--- src/hdl/pvc_pkg.sv ---
// shared types and constants for the prefix-length varint codec
// no dependencies; used by all pvc modules
package pvc_pkg;

  typedef enum logic [1:0] {
    KIND_BYTE    = 2'd0,
    KIND_NUMBER  = 2'd1,
    KIND_ENC_ERR = 2'd2,
    KIND_DEC_ERR = 2'd3
  } kind_t;

  typedef enum logic {
    OP_ENCODE = 1'b0,
    OP_DECODE = 1'b1
  } op_t;

  // encode range limits, one per length
  localparam logic [31:0] ENC_LIM1 = 32'd128;
  localparam logic [31:0] ENC_LIM2 = 32'd16384;
  localparam logic [31:0] ENC_LIM3 = 32'd2097152;
  localparam logic [31:0] ENC_LIM4 = 32'd268435456;

  // length prefixes placed over the value bits
  localparam logic [31:0] ENC_PFX2 = 32'd32768;
  localparam logic [31:0] ENC_PFX3 = 32'd12582912;
  localparam logic [31:0] ENC_PFX4 = 32'd3758096384;

  // one queued job: up to four result words
  typedef struct packed {
    kind_t       kind;
    logic [1:0]  len_m1;  // result words minus one
    logic [31:0] data;    // prefixed code word or decoded number
  } job_t;

endpackage

--- src/hdl/pvc_if.sv ---
// valid/ready channel interfaces for the varint codec input and result words
// no dependencies
interface pvc_in_if;
  logic        valid;
  logic        ready;
  logic        op;
  logic [31:0] value;
  logic [7:0]  in_byte;

  modport source (output valid, output op, output value, output in_byte, input ready);
  modport sink   (input valid, input op, input value, input in_byte, output ready);
endinterface

interface pvc_out_if;
  logic        valid;
  logic        ready;
  logic [1:0]  kind;
  logic [7:0]  out_byte;
  logic [27:0] number;
  logic        last;

  modport source (output valid, output kind, output out_byte, output number, output last,
                  input ready);
  modport sink   (input valid, input kind, input out_byte, input number, input last,
                  output ready);
endinterface

--- src/hdl/pvc_front.sv ---
// front end: accepts input words, runs the decode state, builds queue jobs
// depends on pvc_pkg and pvc_in_if
module pvc_front (
  input  logic          clk,
  input  logic          rst_n,
  pvc_in_if.sink        in_ch,
  input  logic          q_full,
  output logic          push,
  output pvc_pkg::job_t push_job
);
  import pvc_pkg::*;

  logic [1:0]  bytes_left_r, bytes_left_nxt;
  logic [27:0] acc_r, acc_nxt;
  logic        has_result;
  logic        accept;
  logic [7:0]  b;

  assign in_ch.ready = !q_full;
  assign accept      = in_ch.valid && in_ch.ready;
  assign push        = accept && has_result;
  assign b           = in_ch.in_byte;

  always_comb begin
    bytes_left_nxt  = bytes_left_r;
    acc_nxt         = acc_r;
    has_result      = 1'b0;
    push_job.kind   = KIND_BYTE;
    push_job.len_m1 = 2'd0;
    push_job.data   = 32'd0;
    if (in_ch.op == OP_ENCODE) begin
      has_result = 1'b1;
      if (in_ch.value < ENC_LIM1) begin
        push_job.data = in_ch.value;
      end else if (in_ch.value < ENC_LIM2) begin
        push_job.data   = in_ch.value | ENC_PFX2;
        push_job.len_m1 = 2'd1;
      end else if (in_ch.value < ENC_LIM3) begin
        push_job.data   = in_ch.value | ENC_PFX3;
        push_job.len_m1 = 2'd2;
      end else if (in_ch.value < ENC_LIM4) begin
        push_job.data   = in_ch.value | ENC_PFX4;
        push_job.len_m1 = 2'd3;
      end else begin
        push_job.kind = KIND_ENC_ERR;
      end
    end else if (bytes_left_r == 2'd0) begin
      // first byte: prefix sets the length
      if (!b[7]) begin
        has_result    = 1'b1;
        push_job.kind = KIND_NUMBER;
        push_job.data = {24'd0, b};
      end else if (b[7:6] == 2'b10) begin
        acc_nxt        = {22'd0, b[5:0]};
        bytes_left_nxt = 2'd1;
      end else if (b[7:5] == 3'b110) begin
        acc_nxt        = {23'd0, b[4:0]};
        bytes_left_nxt = 2'd2;
      end else if (b[7:4] == 4'b1110) begin
        acc_nxt        = {24'd0, b[3:0]};
        bytes_left_nxt = 2'd3;
      end else begin
        // bad prefix, stay waiting for a first byte
        acc_nxt       = 28'd0;
        has_result    = 1'b1;
        push_job.kind = KIND_DEC_ERR;
      end
    end else begin
      acc_nxt        = {acc_r[19:0], b};
      bytes_left_nxt = bytes_left_r - 2'd1;
      if (bytes_left_r == 2'd1) begin
        has_result    = 1'b1;
        push_job.kind = KIND_NUMBER;
        push_job.data = {4'd0, acc_nxt};
      end
    end
  end

  always_ff @(posedge clk) begin
    if (!rst_n) begin
      bytes_left_r <= 2'd0;
      acc_r        <= 28'd0;
    end else if (accept && in_ch.op == OP_DECODE) begin
      bytes_left_r <= bytes_left_nxt;
      acc_r        <= acc_nxt;
    end
  end

endmodule

--- src/hdl/pvc_queue.sv ---
// small job queue between the front and back ends
// depends on pvc_pkg
module pvc_queue #(
  parameter int DEPTH = 4
) (
  input  logic          clk,
  input  logic          rst_n,
  input  logic          push,
  input  pvc_pkg::job_t push_job,
  input  logic          pop,
  output pvc_pkg::job_t head_job,
  output logic          full,
  output logic          empty
);
  import pvc_pkg::*;

  localparam int PW = (DEPTH > 1) ? $clog2(DEPTH) : 1;
  localparam int CW = $clog2(DEPTH + 1);
  localparam logic [PW-1:0] LAST_PTR = PW'(DEPTH - 1);
  localparam logic [CW-1:0] FULL_CNT = CW'(DEPTH);

  job_t          slots_r [DEPTH];
  logic [PW-1:0] wr_ptr_r, rd_ptr_r;
  logic [CW-1:0] count_r;
  logic          do_pop;

  assign full     = (count_r == FULL_CNT);
  assign empty    = (count_r == '0);
  assign head_job = slots_r[rd_ptr_r];
  assign do_pop   = pop && !empty;

  always_ff @(posedge clk) begin
    if (push) begin
      slots_r[wr_ptr_r] <= push_job;
    end
  end

  always_ff @(posedge clk) begin
    if (!rst_n) begin
      wr_ptr_r <= '0;
      rd_ptr_r <= '0;
      count_r  <= '0;
    end else begin
      if (push) begin
        wr_ptr_r <= (wr_ptr_r == LAST_PTR) ? '0 : wr_ptr_r + 1'b1;
      end
      if (do_pop) begin
        rd_ptr_r <= (rd_ptr_r == LAST_PTR) ? '0 : rd_ptr_r + 1'b1;
      end
      if (push && !do_pop) begin
        count_r <= count_r + 1'b1;
      end else if (!push && do_pop) begin
        count_r <= count_r - 1'b1;
      end
    end
  end

endmodule

--- src/hdl/pvc_back.sv ---
// back end: walks queued jobs into result words through an output register
// depends on pvc_pkg and pvc_out_if
module pvc_back (
  input  logic          clk,
  input  logic          rst_n,
  input  pvc_pkg::job_t head_job,
  input  logic          q_empty,
  output logic          pop,
  pvc_out_if.source     out_ch
);
  import pvc_pkg::*;

  logic        out_valid_r;
  logic [1:0]  kind_r;
  logic [7:0]  byte_r;
  logic [27:0] number_r;
  logic        last_r;
  logic [1:0]  idx_r;
  logic        load, take;
  logic        is_last;
  logic [1:0]  sel;
  logic [7:0]  byte_sel;

  assign load    = !out_valid_r || out_ch.ready;
  assign take    = load && !q_empty;
  assign is_last = (idx_r == head_job.len_m1);
  assign pop     = take && is_last;
  assign sel     = head_job.len_m1 - idx_r;

  // most significant byte first
  always_comb begin
    case (sel)
      2'd0:    byte_sel = head_job.data[7:0];
      2'd1:    byte_sel = head_job.data[15:8];
      2'd2:    byte_sel = head_job.data[23:16];
      2'd3:    byte_sel = head_job.data[31:24];
      default: byte_sel = 8'd0;
    endcase
  end

  always_ff @(posedge clk) begin
    if (!rst_n) begin
      out_valid_r <= 1'b0;
      idx_r       <= 2'd0;
    end else if (load) begin
      out_valid_r <= !q_empty;
      if (take) begin
        idx_r <= is_last ? 2'd0 : idx_r + 2'd1;
      end
    end
  end

  always_ff @(posedge clk) begin
    if (take) begin
      kind_r   <= head_job.kind;
      byte_r   <= (head_job.kind == KIND_BYTE) ? byte_sel : 8'd0;
      number_r <= (head_job.kind == KIND_NUMBER) ? head_job.data[27:0] : 28'd0;
      last_r   <= is_last;
    end
  end

  assign out_ch.valid    = out_valid_r;
  assign out_ch.kind     = kind_r;
  assign out_ch.out_byte = byte_r;
  assign out_ch.number   = number_r;
  assign out_ch.last     = last_r;

endmodule

--- src/hdl/prefix_varint_codec.sv ---
// datapath: accepted words become jobs in a QUEUE_DEPTH job queue that absorbs bursts
// throughput: one decode byte per cycle unless the queue is full; an encode word yields
//   1 to 4 bytes, one per cycle while out_ch.ready, bounded by the single result register
// reset: synchronous, active low; clears decode state, queue pointers and result valid
// top level of the prefix-length varint codec; depends on pvc_pkg, pvc_if and pvc modules
module prefix_varint_codec #(
  parameter int QUEUE_DEPTH = 4
) (
  input  logic     clk,
  input  logic     rst_n,
  pvc_in_if.sink   in_ch,
  pvc_out_if.source out_ch
);
  import pvc_pkg::*;

  // front to queue
  logic push;
  job_t push_job;
  logic q_full;

  // queue to back
  job_t head_job;
  logic q_empty;
  logic pop;

  // front: classifies each word, keeps the partial decode number,
  // and only pushes a job when the word produces results
  pvc_front u_front (
    .clk      (clk),
    .rst_n    (rst_n),
    .in_ch    (in_ch),
    .q_full   (q_full),
    .push     (push),
    .push_job (push_job)
  );

  // queue decouples input acceptance from multi-byte encode output
  pvc_queue #(
    .DEPTH (QUEUE_DEPTH)
  ) u_queue (
    .clk      (clk),
    .rst_n    (rst_n),
    .push     (push),
    .push_job (push_job),
    .pop      (pop),
    .head_job (head_job),
    .full     (q_full),
    .empty    (q_empty)
  );

  // back: emits one result word per cycle from the queue head while out_ch is ready,
  // popping the job with its last word
  pvc_back u_back (
    .clk      (clk),
    .rst_n    (rst_n),
    .head_job (head_job),
    .q_empty  (q_empty),
    .pop      (pop),
    .out_ch   (out_ch)
  );

endmodule
--- src/flat_wrapper.sv ---
// flat-port wrapper written by rule: the top's interface ports become plain ports
module prefix_varint_codec_flat import pvc_pkg::*;
#(
  parameter int QUEUE_DEPTH = 4
)
  (clk, rst_n, in_ch_valid, in_ch_op, in_ch_value, in_ch_in_byte, in_ch_ready, out_ch_valid, out_ch_kind, out_ch_out_byte, out_ch_number, out_ch_last, out_ch_ready);
  pvc_in_if in_ch_i ();
  pvc_out_if out_ch_i ();
  input  logic clk;
  input  logic rst_n;
  input wire logic [$bits(in_ch_i.valid)-1:0] in_ch_valid;
  input wire logic [$bits(in_ch_i.op)-1:0] in_ch_op;
  input wire logic [$bits(in_ch_i.value)-1:0] in_ch_value;
  input wire logic [$bits(in_ch_i.in_byte)-1:0] in_ch_in_byte;
  output wire logic [$bits(in_ch_i.ready)-1:0] in_ch_ready;
  output wire logic [$bits(out_ch_i.valid)-1:0] out_ch_valid;
  output wire logic [$bits(out_ch_i.kind)-1:0] out_ch_kind;
  output wire logic [$bits(out_ch_i.out_byte)-1:0] out_ch_out_byte;
  output wire logic [$bits(out_ch_i.number)-1:0] out_ch_number;
  output wire logic [$bits(out_ch_i.last)-1:0] out_ch_last;
  input wire logic [$bits(out_ch_i.ready)-1:0] out_ch_ready;
  assign in_ch_i.valid = in_ch_valid;
  assign in_ch_i.op = in_ch_op;
  assign in_ch_i.value = in_ch_value;
  assign in_ch_i.in_byte = in_ch_in_byte;
  assign in_ch_ready = in_ch_i.ready;
  assign out_ch_valid = out_ch_i.valid;
  assign out_ch_kind = out_ch_i.kind;
  assign out_ch_out_byte = out_ch_i.out_byte;
  assign out_ch_number = out_ch_i.number;
  assign out_ch_last = out_ch_i.last;
  assign out_ch_i.ready = out_ch_ready;
  prefix_varint_codec #(.QUEUE_DEPTH(QUEUE_DEPTH)) u_core (.clk(clk), .rst_n(rst_n), .in_ch(in_ch_i), .out_ch(out_ch_i));
endmodule
--- config.mk ---
export PLATFORM = sky130hd
export DESIGN_NAME = prefix_varint_codec_flat
export DESIGN_NICKNAME = d
export VERILOG_FILES = /design/src/hdl/pvc_pkg.sv /design/src/hdl/pvc_if.sv /design/src/hdl/pvc_front.sv /design/src/hdl/pvc_queue.sv /design/src/hdl/pvc_back.sv /design/src/hdl/prefix_varint_codec.sv /design/src/flat_wrapper.sv
export SDC_FILE = /design/constraint.sdc
export NUM_CORES = 1
export LEC_CHECK = 0
export ABC_AREA = 1
export BUFFER_PORTS_ARGS = -buffer_cell sky130_fd_sc_hd__buf_2
export CAP_MARGIN = 0
export CELL_PAD_IN_SITES_DETAIL_PLACEMENT = 2
export CELL_PAD_IN_SITES_GLOBAL_PLACEMENT = 2
export CORE_MARGIN = 4
export CORE_UTILIZATION = 39
export CTS_CLUSTER_SIZE = 8
export DETAILED_ROUTE_END_ITERATION = 16
export PLACE_DENSITY_LB_ADDON = 0.1
export SLEW_MARGIN = 10
export SYNTH_ARGS = -nofsm -noshare
export SYNTH_HDL_FRONTEND = slang
export SYNTH_SLANG_ARGS = --single-unit
--- constraint.sdc ---
create_clock -name clk -period 5.84 [get_ports clk]
set_clock_uncertainty 0.1 [all_clocks]
set_input_delay 0.292 -clock clk [delete_from_list [all_inputs] [get_ports clk]]
set_output_delay 0.292 -clock clk [all_outputs]
set_load 0.02 [all_outputs]
==> results_dict.tcl <==
set metrics [dict create \
    io_pins 86 \
    slew_violations 0 \
    core_region_area_um2 22780 \
    worst-setup-path-type "flop to flop" \
    gp_congestion 0.7949 \
    end_kind "flop" \
    outcome "finished clean" \
    h-tree-depth 1 \
    rows 55 \
    post-route-util_pct 47.23 \
    via_count 6642 \
    total_power_mw 5.560 \
    arrival_ps 4220 \
    cp_common_cell "ha_1" \
    cts_tree "yes" \
    cpMaxStageDelayCell "dfxtp_1" \
    yosysTopAreaCellShare_pct 60.36 \
    met1_usage_pct 27.83 \
    drive_gt1_share_pct 16.88 \
    placedCellCount 1182 \
    slew_headroom_pct 36.13 \
    cts.sinks 217 \
    period_share_pct 66.82 \
    fin_crit_ps 3902 \
    synth_warnings 0 \
    maxCapViolations 0 \
    start_util_pct 39.97 \
    drt_pass1_iterations 4 \
    fmax_mhz 256.3 \
    synth-edff-count 183 \
    gr-total-overflow 0 \
    viasPerCell 5.344 \
    track_usage_pct 21.45 \
    peakVddDrop_uv 213.1 \
    grt_max_degree 73 \
    grt_pass1_vias 7344 \
    yosysTopAreaCell "edfxtp_1" \
    avgSynthCellArea_um2 11.23 \
    setup_viol 0 \
    synthTopCellsByArea "edfxtp_1 60%, nand2_1 7.8%, dfxtp_1 7.5%" \
    antenna_found_initial 0 \
    critical_path_buf_inv_count 3 \
    ys.flop_type "edfxtp_1" \
    io_buffer_count 85 \
    ant_nets 0 \
    top_usage_layer "met2" \
    ys_seq_area_share_pct 67.84 \
    fill_cells 2336 \
    crit_chain "inv_2 -> a32o_1 -> ha_1 -> clkinv_1 -> a21oi_2 -> nand2_2 -> ha_1 -> inv_1 -> fa_1 -> o21ai_0 -> a21oi_1" \
    syn2layout_area_growth_pct 18.17 \
    drtIter0Drc 404 \
    postSynthCellCount 811 \
    hp-class "primary input to flop" \
    postRouteWirelength_um 28070 \
    synth.cell_area_um2 9104 \
    tightestPinTransition_ps 948.0 \
    worstPathMaxFanout 19 \
    dieWidth_um 160.8 \
    met3_usage_pct 3.798 \
    hold_violations 0 \
    crit_family "adder cells" \
    ff2ff_setup_slack_ps 1940 \
    power.leakage_nw 4.077 \
    drcViolationCount 0 \
    synthArstFlopShare_pct 0 \
    fin_setup_tns_ps 0 \
    avgRoutedWirePerCell_um 22.58 \
    fin_nets 960 \
    numCtsBuffers 31 \
    cpPeakStageDelay_ps 760 \
    postCtsResizedCells 0 \
    dpl.hpwl_um 18700 \
    final_cells 1243 \
    die-area_um2 25850 \
    powerDensity_nw_per_um2 516.9 \
    clock_path_buffers 3 \
    grt_pass1_wl_um 43070 \
    yosysUniqueCellTypes 41 \
    dieHeight_um 160.8 \
    root_buffer "clkbuf_16" \
    rsz0062_at_grt "false" \
    clk_pin_slew_ps 50 \
    cp.required_ps 6160 \
    clkLatencyLatePin_ps 550 \
    use_met2_pct 37.07 \
    synth_seq_cells 217 \
    startpoint_type "flop" \
    diodes 0 \
]
routing by layer:
metal  wire length (um)  share of wire, %  vias up
met2              13780                49      187
met4                704               2.5        0
met5                  0                 0        -
li1                   -                 -     3061
met3               1484               5.3       50
met1              12100                43     3344
kinds of logic after synthesis:
family / synth area share [%]
xor+xnor: 0.09622
other cells: 0.04119
flops: 67.84
compound gates: 10.83
fa+ha+maj: 1.182
buf+inv: 4.934
simple gates: 15.08
metrics by stage:
| stage | worst slack, ps | hold WS, ps | area (um2) |
|---|---|---|---|
| finish | 1938 | 0.1296 | 10760 |
| global route | 1658 | 22.67 | 10760 |
| CTS | 1879 | 6.221 | 10760 |
| detailed placement | 1893 | 369.2 | 9833 |
| global placement | 2159 | 359.4 | 9833 |
| floorplan | 1584 | 321.7 | 9115 |
timing repair:
item,in CTS,in global routing
endpoints found under the hold margin,5,0
hold buffers,5,0
buffers inserted,0,0
final cells by class:
cell class / instances / area, um2 / area share [%]
Tap cell: 313 / 391.6 / 3.640
Inverter: 63 / 236.5 / 2.198
Clock inverter: 1 / 8.758 / 0.08141
Multi-Input combinational cell: 495 / 2535 / 23.56
Sequential cell: 217 / 6177 / 57.42
Timing Repair Buffer: 99 / 543.0 / 5.048
Clock buffer: 55 / 865.8 / 8.048
state kept, by name (all words and copies together), names as in the netlist, named ones only:
register and flops:
u_core.u_back.out_ch.kind 2, u_core.u_back.out_ch.last 1, u_core.u_front.acc_r 20, u_core.u_queue.slots_r 144
u_core.u_back.out_ch.number 28, u_core.u_back.out_ch.valid 1, u_core.u_queue.wr_ptr_r 2, u_core.u_back.idx_r 2
u_core.u_queue.rd_ptr_r 2, u_core.u_front.bytes_left_r 2, u_core.u_queue.count_r 3, u_core.u_back.out_ch.out_byte 8
synthesized netlist by cell type (all sizes together), types with 2 or more instances:
cell    instances
a21oi          65
a22o            5
a22oi           2
a32o           19
a32oi          10
buf            28
clkbuf         11
clkinv          2
dfxtp          34
edfxtp        183
ha              7
inv            61
nand2         195
nand3          60
nand4           5
nor2           60
nor3            6
o21ai          39
o22ai           4
o31ai           4
power breakdown:
part / total, mW / switching [mW] / internal, mW
clock network: 1.63 / 0.647 / 0.985
logic: 1.81 / 1.33 / 0.474
registers: 2.12 / 0.0923 / 2.03
total: 5.56 / 2.07 / 3.49
worst paths after layout:
path                            startpoint                   endpoint  depth (start not counted)
hold reg to reg   u_core.u_front.acc_r[18]   u_core.u_front.acc_r[18]                          2
setup / recovery                      flop  u_core.u_queue.count_r[1]                         11
setup reg to reg                      flop  u_core.u_queue.count_r[1]                         11
hold / removal            in_ch_in_byte[6]    u_core.u_front.acc_r[6]                          3
worst min-delay path: cells and delay by family:
family	cells	cell delay [ps]
compound gates	1	70
buf+inv	1	110
simple gates	1	110
placed cells by master, fill, tap and decap left out, drive strengths merged, types with 19 or more instances in the layout:
cell type,Yosys,routed
buf,28,94
edfxtp,183,183
nand2,195,195
a21oi,65,65
nand3,60,60
inv,61,61
clkbuf,11,55
nor2,60,60
dfxtp,34,34
a32o,19,19
o21ai,39,39
No activity file was read; power rests on OpenSTA's default activity.
